$ cat src/rtl/core/dld_pkg.sv
// ============================================================================
// dld_pkg
// Shared sizes, codes, channel structs and value helpers for the deque.
// ============================================================================
package dld_pkg;

    localparam int CAPACITY    = 32;
    localparam int VALUE_WIDTH = 32;
    localparam int SLOT_W      = (CAPACITY > 1) ? $clog2(CAPACITY) : 1;
    localparam int COUNT_W     = $clog2(CAPACITY + 1);

    typedef logic [SLOT_W-1:0]      t_slot;
    typedef logic [COUNT_W-1:0]     t_count;
    typedef logic [VALUE_WIDTH-1:0] t_val;

    typedef enum logic [2:0] {
        OP_PUSH_BACK  = 3'd0,
        OP_PUSH_FRONT = 3'd1,
        OP_POP_FRONT  = 3'd2,
        OP_POP_BACK   = 3'd3,
        OP_INSERT     = 3'd4,
        OP_DUMP       = 3'd5
    } t_op;

    typedef enum logic [2:0] {
        ST_OK      = 3'd0,
        ST_EMPTY   = 3'd1,
        ST_INVALID = 3'd2,
        ST_OOB     = 3'd3,
        ST_FULL    = 3'd4
    } t_status;

    typedef struct packed {
        t_slot next;
        t_slot prev;
    } t_link;

    // Request from the sequencer to the node store.
    typedef struct packed {
        logic  rd_en;
        t_slot rd_addr;
        logic  we_next;
        logic  we_prev;
        logic  we_val;
        t_slot wr_addr;
        t_slot wr_next;
        t_slot wr_prev;
        t_val  wr_val;
    } t_mem_req;

    // Read data, in the cycle after the request.
    typedef struct packed {
        t_slot next;
        t_slot prev;
        t_val  value;
    } t_mem_rsp;

    // One result toward the output register.
    typedef struct packed {
        logic        valid;
        t_status     status;
        logic [31:0] data;
        logic [5:0]  length;
        logic        last;
    } t_emit;

    function automatic t_slot slot_inc(input t_slot s);
        t_slot r;
        if (s == SLOT_W'(CAPACITY - 1)) begin
            r = '0;
        end else begin
            r = s + 1'b1;
        end
        return r;
    endfunction

    function automatic t_val to_store(input logic [31:0] v);
        logic signed [31:0] sv;
        logic signed [63:0] wide;
        sv   = v;
        wide = 64'(sv);
        return wide[VALUE_WIDTH-1:0];
    endfunction

    function automatic logic [31:0] from_store(input t_val v);
        logic signed [VALUE_WIDTH-1:0] sv;
        logic signed [63:0]            wide;
        sv   = v;
        wide = 64'(sv);
        return wide[31:0];
    endfunction

endpackage

$ cat src/rtl/core/doubly_linked_list_deque.sv
// ============================================================================
// doubly_linked_list_deque
// Bounded deque of signed values held as a doubly linked list in a node pool.
// ============================================================================
// One request is processed at a time; the block takes it on i_in_valid and
// o_in_ready, and o_in_ready stays low until its last result is placed in
// the output register. A refused or trivial request (full, empty, bad
// position, unused code) passes through S_REPLY, a pop through S_POP, a push
// or an insert at either end through S_LINK1 and S_LINK2; an insert inside
// the list walks from the head, one read per position, then relinks through
// S_LINK1, S_LINK3 and S_LINK2. A dump gives one result per cycle while the
// output register is free. Each link hop in a walk or a dump is one read on
// the single, registered read port of the node store, and a relink takes
// one write per touched node. The pool needs no clearing pass after reset;
// the free chain is built from per-slot flags.
// A result waits in the output register while the next request is taken.
module doubly_linked_list_deque (
    input  logic               i_clk,
    input  logic               i_rst_n,
    input  logic               i_in_valid,
    output logic               o_in_ready,
    input  logic [2:0]         i_operation,
    input  logic signed [31:0] i_value,
    input  logic signed [6:0]  i_position,
    output logic               o_out_valid,
    input  logic               i_out_ready,
    output logic [2:0]         o_status,
    output logic signed [31:0] o_data_out,
    output logic [5:0]         o_length,
    output logic               o_last
);
    import dld_pkg::*;

    t_mem_req    mem_req;
    t_mem_rsp    mem_rsp;
    t_emit       emit;
    logic        out_free;

    logic        r_out_valid;
    t_status     r_out_status;
    logic [31:0] r_out_data;
    logic [5:0]  r_out_length;
    logic        r_out_last;

    // The output register is free when empty or when its result leaves now.
    assign out_free = !r_out_valid || i_out_ready;

    // Sequencer: decode, walk, relink, count.
    dld_ctrl u_ctrl (
        .i_clk       (i_clk),
        .i_rst_n     (i_rst_n),
        .i_in_valid  (i_in_valid),
        .o_in_ready  (o_in_ready),
        .i_operation (i_operation),
        .i_value     (i_value),
        .i_position  (i_position),
        .i_out_free  (out_free),
        .o_mem_req   (mem_req),
        .i_mem_rsp   (mem_rsp),
        .o_emit      (emit)
    );

    // Node pool: links and values.
    dld_store u_store (
        .i_clk   (i_clk),
        .i_rst_n (i_rst_n),
        .i_req   (mem_req),
        .o_rsp   (mem_rsp)
    );

    // Output register: load a new result, otherwise drop the taken one.
    always_ff @(posedge i_clk) begin
        if (!i_rst_n) begin
            r_out_valid <= 1'b0;
        end else if (emit.valid) begin
            r_out_valid <= 1'b1;
        end else if (i_out_ready) begin
            r_out_valid <= 1'b0;
        end
        if (emit.valid) begin
            r_out_status <= emit.status;
            r_out_data   <= emit.data;
            r_out_length <= emit.length;
            r_out_last   <= emit.last;
        end
    end

    assign o_out_valid = r_out_valid;
    assign o_status    = r_out_status;
    assign o_data_out  = r_out_data;
    assign o_length    = r_out_length;
    assign o_last      = r_out_last;

endmodule

$ cat src/rtl/core/dld_store.sv
// ============================================================================
// dld_store
// Node store: link memory (next, prev) and value memory, one write and one
// registered read per cycle. Free-chain links read as the successor slot
// until first written.
// ============================================================================
module dld_store (
    input  logic              i_clk,
    input  logic              i_rst_n,
    input  dld_pkg::t_mem_req i_req,
    output dld_pkg::t_mem_rsp o_rsp
);
    import dld_pkg::*;

    t_link                 r_link_mem [CAPACITY];
    t_val                  r_val_mem  [CAPACITY];
    logic [CAPACITY-1:0]   r_nvalid;

    t_link                 r_rd_link;
    t_val                  r_rd_val;
    logic                  r_rd_valid;
    t_slot                 r_rd_addr;

    always_ff @(posedge i_clk) begin
        if (i_req.we_next) begin
            r_link_mem[i_req.wr_addr].next <= i_req.wr_next;
        end
        if (i_req.we_prev) begin
            r_link_mem[i_req.wr_addr].prev <= i_req.wr_prev;
        end
        if (i_req.we_val) begin
            r_val_mem[i_req.wr_addr] <= i_req.wr_val;
        end
    end

    always_ff @(posedge i_clk) begin
        if (i_req.rd_en) begin
            r_rd_link  <= r_link_mem[i_req.rd_addr];
            r_rd_val   <= r_val_mem[i_req.rd_addr];
            r_rd_valid <= r_nvalid[i_req.rd_addr];
            r_rd_addr  <= i_req.rd_addr;
        end
    end

    always_ff @(posedge i_clk) begin
        if (!i_rst_n) begin
            r_nvalid <= '0;
        end else if (i_req.we_next) begin
            r_nvalid[i_req.wr_addr] <= 1'b1;
        end
    end

    always_comb begin
        o_rsp.next  = r_rd_valid ? r_rd_link.next : slot_inc(r_rd_addr);
        o_rsp.prev  = r_rd_link.prev;
        o_rsp.value = r_rd_val;
    end

endmodule

$ cat src/rtl/core/dld_ctrl.sv
// ============================================================================
// dld_ctrl
// Operation sequencer: decodes a request, walks and relinks nodes through
// the store, keeps head, tail, free head and count, and issues results.
// ============================================================================
module dld_ctrl (
    input  logic               i_clk,
    input  logic               i_rst_n,
    input  logic               i_in_valid,
    output logic               o_in_ready,
    input  logic [2:0]         i_operation,
    input  logic signed [31:0] i_value,
    input  logic signed [6:0]  i_position,
    input  logic               i_out_free,
    output dld_pkg::t_mem_req  o_mem_req,
    input  dld_pkg::t_mem_rsp  i_mem_rsp,
    output dld_pkg::t_emit     o_emit
);
    import dld_pkg::*;

    typedef enum logic [3:0] {
        S_IDLE,
        S_REPLY,
        S_WALK,
        S_LINK1,
        S_LINK2,
        S_LINK3,
        S_POP,
        S_DUMP
    } t_state;

    typedef enum logic [1:0] {
        INS_BACK,
        INS_FRONT,
        INS_MID
    } t_ins;

    t_state  r_state,  n_state;
    t_ins    r_kind,   n_kind;
    logic    r_front,  n_front;
    t_status r_status, n_status;
    t_val    r_value,  n_value;
    t_slot   r_head,   n_head;
    t_slot   r_tail,   n_tail;
    t_slot   r_free,   n_free;
    t_slot   r_cur,    n_cur;
    t_slot   r_nx,     n_nx;
    t_slot   r_new,    n_new;
    t_count  r_count,  n_count;
    t_count  r_left,   n_left;

    logic    full;
    logic    pos_neg;
    logic    pos_gt;
    logic    pos_zero;
    logic    pos_end;
    t_slot   pop_slot;

    always_comb begin
        full     = (r_count == COUNT_W'(CAPACITY));
        pos_neg  = i_position[6];
        pos_gt   = 8'(i_position[5:0]) > 8'(r_count);
        pos_zero = (i_position[5:0] == 6'd0);
        pos_end  = 8'(i_position[5:0]) == 8'(r_count);
        pop_slot = r_front ? r_head : r_tail;
    end

    assign o_in_ready = (r_state == S_IDLE);

    always_comb begin
        n_state   = r_state;
        n_kind    = r_kind;
        n_front   = r_front;
        n_status  = r_status;
        n_value   = r_value;
        n_head    = r_head;
        n_tail    = r_tail;
        n_free    = r_free;
        n_cur     = r_cur;
        n_nx      = r_nx;
        n_new     = r_new;
        n_count   = r_count;
        n_left    = r_left;
        o_mem_req = '0;
        o_emit    = '0;

        unique case (r_state)
            S_IDLE: begin
                if (i_in_valid) begin
                    n_value  = to_store(i_value);
                    n_status = ST_OK;
                    n_state  = S_REPLY;
                    unique case (t_op'(i_operation))
                        OP_PUSH_BACK, OP_PUSH_FRONT: begin
                            if (full) begin
                                n_status = ST_FULL;
                            end else begin
                                n_kind            = (t_op'(i_operation) == OP_PUSH_BACK) ?
                                                    INS_BACK : INS_FRONT;
                                o_mem_req.rd_en   = 1'b1;
                                o_mem_req.rd_addr = r_free;
                                n_state           = S_LINK1;
                            end
                        end
                        OP_POP_FRONT, OP_POP_BACK: begin
                            if (r_count == '0) begin
                                n_status = ST_EMPTY;
                            end else begin
                                n_front           = (t_op'(i_operation) == OP_POP_FRONT);
                                o_mem_req.rd_en   = 1'b1;
                                o_mem_req.rd_addr = (t_op'(i_operation) == OP_POP_FRONT) ?
                                                    r_head : r_tail;
                                n_state           = S_POP;
                            end
                        end
                        OP_INSERT: begin
                            priority if (pos_neg) begin
                                n_status = ST_INVALID;
                            end else if (pos_gt) begin
                                n_status = ST_OOB;
                            end else if (full) begin
                                n_status = ST_FULL;
                            end else if (pos_zero || pos_end) begin
                                n_kind            = pos_zero ? INS_FRONT : INS_BACK;
                                o_mem_req.rd_en   = 1'b1;
                                o_mem_req.rd_addr = r_free;
                                n_state           = S_LINK1;
                            end else begin
                                n_kind            = INS_MID;
                                n_cur             = r_head;
                                n_left            = COUNT_W'(8'(i_position[5:0]) - 8'd1);
                                o_mem_req.rd_en   = 1'b1;
                                o_mem_req.rd_addr = r_head;
                                n_state           = S_WALK;
                            end
                        end
                        OP_DUMP: begin
                            if (r_count == '0) begin
                                n_status = ST_EMPTY;
                            end else begin
                                n_left            = r_count;
                                o_mem_req.rd_en   = 1'b1;
                                o_mem_req.rd_addr = r_head;
                                n_state           = S_DUMP;
                            end
                        end
                        default: begin
                            n_status = ST_OK;
                        end
                    endcase
                end
            end

            S_REPLY: begin
                if (i_out_free) begin
                    o_emit.valid  = 1'b1;
                    o_emit.status = r_status;
                    o_emit.data   = '0;
                    o_emit.length = 6'(r_count);
                    o_emit.last   = 1'b1;
                    n_state       = S_IDLE;
                end
            end

            S_WALK: begin
                o_mem_req.rd_en = 1'b1;
                if (r_left == '0) begin
                    n_nx              = i_mem_rsp.next;
                    o_mem_req.rd_addr = r_free;
                    n_state           = S_LINK1;
                end else begin
                    n_cur             = i_mem_rsp.next;
                    o_mem_req.rd_addr = i_mem_rsp.next;
                    n_left            = r_left - 1'b1;
                end
            end

            S_LINK1: begin
                // take the free head, store value and the node's known links
                n_new             = r_free;
                n_free            = i_mem_rsp.next;
                o_mem_req.wr_addr = r_free;
                o_mem_req.we_val  = 1'b1;
                o_mem_req.wr_val  = r_value;
                o_mem_req.wr_next = (r_kind == INS_MID) ? r_nx : r_head;
                o_mem_req.wr_prev = (r_kind == INS_MID) ? r_cur : r_tail;
                o_mem_req.we_next = (r_kind != INS_BACK);
                o_mem_req.we_prev = (r_kind != INS_FRONT);
                n_state           = (r_kind == INS_MID) ? S_LINK3 : S_LINK2;
            end

            S_LINK3: begin
                o_mem_req.wr_addr = r_nx;
                o_mem_req.we_prev = 1'b1;
                o_mem_req.wr_prev = r_new;
                n_state           = S_LINK2;
            end

            S_LINK2: begin
                if (i_out_free) begin
                    unique case (r_kind)
                        INS_BACK: begin
                            o_mem_req.wr_addr = r_tail;
                            o_mem_req.we_next = (r_count != '0);
                            o_mem_req.wr_next = r_new;
                            n_tail            = r_new;
                            if (r_count == '0) begin
                                n_head = r_new;
                            end
                        end
                        INS_FRONT: begin
                            o_mem_req.wr_addr = r_head;
                            o_mem_req.we_prev = (r_count != '0);
                            o_mem_req.wr_prev = r_new;
                            n_head            = r_new;
                            if (r_count == '0) begin
                                n_tail = r_new;
                            end
                        end
                        default: begin
                            o_mem_req.wr_addr = r_cur;
                            o_mem_req.we_next = 1'b1;
                            o_mem_req.wr_next = r_new;
                        end
                    endcase
                    n_count       = r_count + 1'b1;
                    o_emit.valid  = 1'b1;
                    o_emit.status = ST_OK;
                    o_emit.data   = '0;
                    o_emit.length = 6'(n_count);
                    o_emit.last   = 1'b1;
                    n_state       = S_IDLE;
                end
            end

            S_POP: begin
                if (i_out_free) begin
                    // return the node to the free chain
                    o_mem_req.wr_addr = pop_slot;
                    o_mem_req.we_next = 1'b1;
                    o_mem_req.wr_next = r_free;
                    n_free            = pop_slot;
                    if (r_front) begin
                        n_head = i_mem_rsp.next;
                    end else begin
                        n_tail = i_mem_rsp.prev;
                    end
                    n_count       = r_count - 1'b1;
                    o_emit.valid  = 1'b1;
                    o_emit.status = ST_OK;
                    o_emit.data   = from_store(i_mem_rsp.value);
                    o_emit.length = 6'(n_count);
                    o_emit.last   = 1'b1;
                    n_state       = S_IDLE;
                end
            end

            S_DUMP: begin
                if (i_out_free) begin
                    o_emit.valid  = 1'b1;
                    o_emit.status = ST_OK;
                    o_emit.data   = from_store(i_mem_rsp.value);
                    o_emit.length = 6'(r_count);
                    o_emit.last   = (r_left == COUNT_W'(1));
                    if (r_left == COUNT_W'(1)) begin
                        n_state = S_IDLE;
                    end else begin
                        o_mem_req.rd_en   = 1'b1;
                        o_mem_req.rd_addr = i_mem_rsp.next;
                        n_left            = r_left - 1'b1;
                    end
                end
            end

            default: begin
                n_state = S_IDLE;
            end
        endcase
    end

    always_ff @(posedge i_clk) begin
        if (!i_rst_n) begin
            r_state <= S_IDLE;
            r_head  <= '0;
            r_tail  <= '0;
            r_free  <= '0;
            r_count <= '0;
        end else begin
            r_state <= n_state;
            r_head  <= n_head;
            r_tail  <= n_tail;
            r_free  <= n_free;
            r_count <= n_count;
        end
        r_kind   <= n_kind;
        r_front  <= n_front;
        r_status <= n_status;
        r_value  <= n_value;
        r_cur    <= n_cur;
        r_nx     <= n_nx;
        r_new    <= n_new;
        r_left   <= n_left;
    end

`ifndef SYNTHESIS
    a_count_cap: assert property (@(posedge i_clk) disable iff (!i_rst_n)
        r_count <= COUNT_W'(CAPACITY))
        else $error("element count above capacity");

    a_emit_free: assert property (@(posedge i_clk) disable iff (!i_rst_n)
        o_emit.valid |-> i_out_free)
        else $error("result issued into an occupied output register");

    a_accept_busy: assert property (@(posedge i_clk) disable iff (!i_rst_n)
        (r_state == S_IDLE && i_in_valid) |=> (r_state != S_IDLE))
        else $error("accepted request did not start a sequence");

    a_count_step: assert property (@(posedge i_clk) disable iff (!i_rst_n)
        (r_count != $past(r_count)) |->
            (r_count == $past(r_count) + 1'b1 || r_count == $past(r_count) - 1'b1))
        else $error("element count moved by more than one");

    a_pop_live: assert property (@(posedge i_clk) disable iff (!i_rst_n)
        (r_state == S_POP || r_state == S_DUMP) |-> (r_count != '0))
        else $error("node read on an empty list");
`endif

endmodule

$ cat config.mk
export PLATFORM = sky130hd
export DESIGN_NAME = doubly_linked_list_deque
export DESIGN_NICKNAME = d
export VERILOG_FILES = /design/src/rtl/core/dld_pkg.sv /design/src/rtl/core/doubly_linked_list_deque.sv /design/src/rtl/core/dld_store.sv /design/src/rtl/core/dld_ctrl.sv
export SDC_FILE = /design/constraint.sdc
export NUM_CORES = 2
export LEC_CHECK = 0
export BUFFER_PORTS_ARGS = -buffer_cell sky130_fd_sc_hd__buf_2
export CORE_ASPECT_RATIO = 0.9
export CORE_MARGIN = 2
export CORE_UTILIZATION = 50
export CTS_BUF_LIST = sky130_fd_sc_hd__clkbuf_16
export DETAILED_ROUTE_END_ITERATION = 10
export PLACE_DENSITY_LB_ADDON = 0.15
export SLEW_MARGIN = 10
export SYNTH_ARGS = -nofsm -noshare
export SYNTH_HDL_FRONTEND = slang
export SYNTH_SLANG_ARGS = --single-unit
$ cat constraint.sdc
create_clock -name i_clk -period 5.7 [get_ports i_clk]
set_input_delay 1.14 -clock i_clk [delete_from_list [all_inputs] [get_ports i_clk]]
set_output_delay 1.14 -clock i_clk [all_outputs]
set_load 0.02 [all_outputs]
==> summary.txt <==
Cells and area
  • Multi-input gate area: 14,500 µm²
  • Commonest cells after routing, fill and taps aside: edfxtp_1, mux2i_1, o22ai_1
  • Most common cell after layout, fill and taps aside: edfxtp_1
  • Fillcell total: around 9,300
  • Area grow syn2layout: 13.9%
  • Final nets: ~4,000
  • Layout cell share with drive strength beyond 1: 14.2%
  • Register Area: 46,000 µm²

Die
  • DIE AREA: ~130,000 µm²
  • Cell Rows: 121
  • Chip Height: 336 µm
  • Core area: 121,000 µm²
  • I/O pin total: 90
  • Initial Util: 50.5%
  • Die Span X: about 370 µm

Route
  • ANT nets after route: 0
  • DR vias: 34,294
  • Routed wire per std cell: 29.1 µm
  • Final WL: 163,000 µm
  • Initial DRC Count: 4,193
  • Drt first pass iters: 6
  • # DRC: 0
  • Vias/cell: 6.13

Timing
  • Final clock skew: between 0.02 and 0.025 ns
  • RSZ-0062 raised after global routing: false
  • Setup TNS Final: 0 ns
  • Fin. Hold Viols: 0
  • Max Slew Vio Count: 0
  • Final Cycle Share: a little over nine tenths
  • Measured slew at the worst slew-check pin: 1.18 ns
  • Setup-failing EPs final: 0
  • F_max: 0.185 GHz
  • Min Tclk post-route: 5.40 ns
  • Slew margin rel.: 21.1%
  • Worst setup margin: between 0.3 and 0.4 ns

Global routing
  • Largest net degree at the start of global routing: 79
  • Vias in the first global route: approximately 33,000
  • First-pass GRT wire length: roughly 230,000 µm
  • GRT overflow: 0
  • Total GRT Usage: 25.9%
  • Initial antenna violation count: 3

Place
  • GP Congestion: 0.913
  • Buffers on Ports: 89
  • Place WS: ~0.11 ns
  • Dpl hpwl: 93,700 µm

Logic synthesis
  • Area of the mapped netlist: around 61,000 µm²
  • Post-synthesis cell type count: 79
  • Sequential area share after synthesis: roughly 75%
  • Post-synth EDFFs: 1,493
  • Yosys reg bits: 1,550
  • Most used DFF post-synth: edfxtp_1
  • Post-synth ARST share: 0%
  • Post-Synthesis Cells: 3,652
  • Ys Warns: 0
  • Avg Inst Size Synth: 16.8 µm²
  • Syn nets: 3,711

Power
  • Design Power: approximately 0.025 W
  • Clock Power Share: 38.9%
  • NetSw: ~0.0059 W
  • Seq pwr share: 51.9%
  • Power per Cell Area: around 360 nW/µm²
  • Leak: 26.4 nW
  • VDD IR max: 0.279 mV
  • Comb pwr share: 9.1%
  • Pint: 0.0190 W
  • Switching Share: between 20% and 30%

Worst setup path
  • Crit Path Max Fanout: 78
  • Critical Path Start Type: flip-flop
  • Endpoint class of the critical path: flip-flop
  • Reg2reg path depth: 14
  • Reg2reg start: u_ctrl.r_count[5]
  • CP Data Arrival Time: 5.87 ns
  • R2r setup slk: between 0.3 and 0.4 ns
  • CP Class: reg -> reg
  • Worst flop-to-flop path endpoint: u_store.r_rd_link[5]
  • Critical Path RT: 6.17 ns

Clock network
  • Clk Tree Root Cell: clkbuf_16
  • TritonCTS Buffers: 153
  • CTS max path bufs: 3
  • Clk slew on worst S/H paths: 0.06 ns
  • Max H-tree Level: 4
  • Worst-Skew Late Latency: 0.78 ns
  • Gates resized, CTS repair: 0
  • CTS tree: done
  • Setup Fix Bufs, Post-CTS: 0
  • Hold Buf Count CTS: 0
  • Clock sinks: 1,550

Job
  • Max_cap viols: 0

Worst hold path
  • Hold Path Origin: u_store.r_nvalid[30]
  • Hold Crit Class: reg -> reg
  • Worst hold stages: 1
  • Hold-critical path endpoint: u_store.r_nvalid[30]

Outcome
  • Status: completed
==> how the worst max path moves through the flow <==
stage	from	endpoint	slack, ns	depth (start not counted)
after global placement	i_position[0]	u_store.r_rd_link[5]	0.17	13
after floorplan	i_in_valid	u_store.o_rsp[32]	0.17	4
after detailed placement	i_position[0]	u_store.r_rd_link[5]	0.11	13
after global routing	u_ctrl.r_count[5]	u_store.r_rd_link[5]	0.19	14
final	u_ctrl.r_count[5]	u_store.r_rd_link[5]	0.30	14
after CTS	u_ctrl.r_count[5]	u_store.r_rd_link[5]	0.50	14
==> sequential cells by signal, indices dropped and copies added, names as in the netlist, 6 cells and up <==
name	cells
o_data_out	32
o_length	6
u_ctrl.r_count	6
u_ctrl.r_left	6
u_ctrl.r_value	32
u_store.r_link_mem	320
u_store.r_nvalid	32
u_store.r_rd_val	32
u_store.r_val_mem	1024
==> layout make-up <==
cell class              count  share of cell area, %
diodes                      4                 0.0143
multi-input cells        1869                   20.8
clock inverters           125                   1.31
clock buffers             155                   5.56
inverters                  24                  0.142
well taps                1599                   2.87
repair buffers            269                   3.47
flip-flops and latches   1550                   65.9
==> worst max-delay path, stage by stage (launching register included) <==
cell and delay, ns:
dfxtp_1 0.64, inv_1 0.22, ha_1 0.38, nand2_1 0.06
o21ai_0 0.52, o21ai_0 0.35, a31o_1 0.31, a2111oi_2 0.35
buf_4 0.20, buf_12 0.19, buf_12 0.44, mux2i_1 0.28
o22ai_1 0.13, nor4_1 0.79, nand2_1 0.16
==> kinds of logic (layout without fill, tap and decap cells) <==
| logic type | count (synthesis) | in the layout | synth area share (%) |
|---|---|---|---|
| flip-flops | 1550 | 1550 | 75.0 |
| multiplexers | 716 | 716 | 11.7 |
| AO/OA/AOI/OAI | 575 | 575 | 6.03 |
| AND/OR/NAND/NOR | 551 | 551 | 4.86 |
| buffers and inverters | 233 | 573 | 1.94 |
| XOR/XNOR | 14 | 14 | 0.200 |
| adder cells (fa/ha/maj) | 13 | 13 | 0.265 |
| other | 0 | 4 | 0 |
==> metrics by stage <==
step                      std cells  util (%)  hold WS, ns  instance area [µm²]
after detailed placement       5311      53.6        0.453                65000
after floorplan                3652         -        0.440                61300
final                          5595      57.6        0.462                69800
after global routing           5591      57.5        0.477                69800
after CTS                      5591      57.5        0.466                69800
after global placement         5311      53.6        0.446                65000
==> synthesized netlist by cell type, types with 5 or more instances <==
master,count,area [µm²]
mux2i_1,711,7120
nand2b_1,6,37.5
nand2_1,121,454
mux2_2,5,56.3
nor4_1,87,544
edfxtp_1,1493,44800
nor3_1,12,60.1
o21a_1,35,263
o211ai_1,9,67.6
and3_1,10,62.6
clkbuf_1,66,248
buf_4,37,278
nor2b_1,15,93.8
or3_1,9,56.3
nand3_1,17,85.1
inv_1,22,82.6
and2_1,75,469
a21o_1,9,67.6
o22ai_1,348,2180
o21ai_0,48,240
nand4b_4,5,119
a211oi_1,6,45.0
a22oi_1,16,120
xnor2_1,10,87.6
a21oi_1,58,290
ha_1,13,163
nor2_1,153,574
nand4_1,6,37.5
buf_2,96,480
dfxtp_1,57,1140
a21boi_0,6,45.0
buf_6,6,67.6
==> power groups by stage <==
stage | Sequential (W) | Clock [W] | Combinational, W
CTS | 0.0129 | 0.00983 | 0.00227
global placement | 0.0132 | 0 | 0.00225
finish | 0.0129 | 0.00970 | 0.00227
detailed placement | 0.0132 | 0 | 0.00227
global route | 0.0130 | 0.0103 | 0.00243
floorplan | 0.0132 | 0 | 0.00133
==> per-layer routing <==
layer	global-route usage (%)	vias to the layer above	routed length [µm]
met5	0	-	0
met4	6.30	0	2950
met3	4.36	185	13400
met2	39.1	1445	73600
met1	39.2	17684	72900
li1	-	14980	-
No activity file was read; power rests on OpenSTA's default activity.
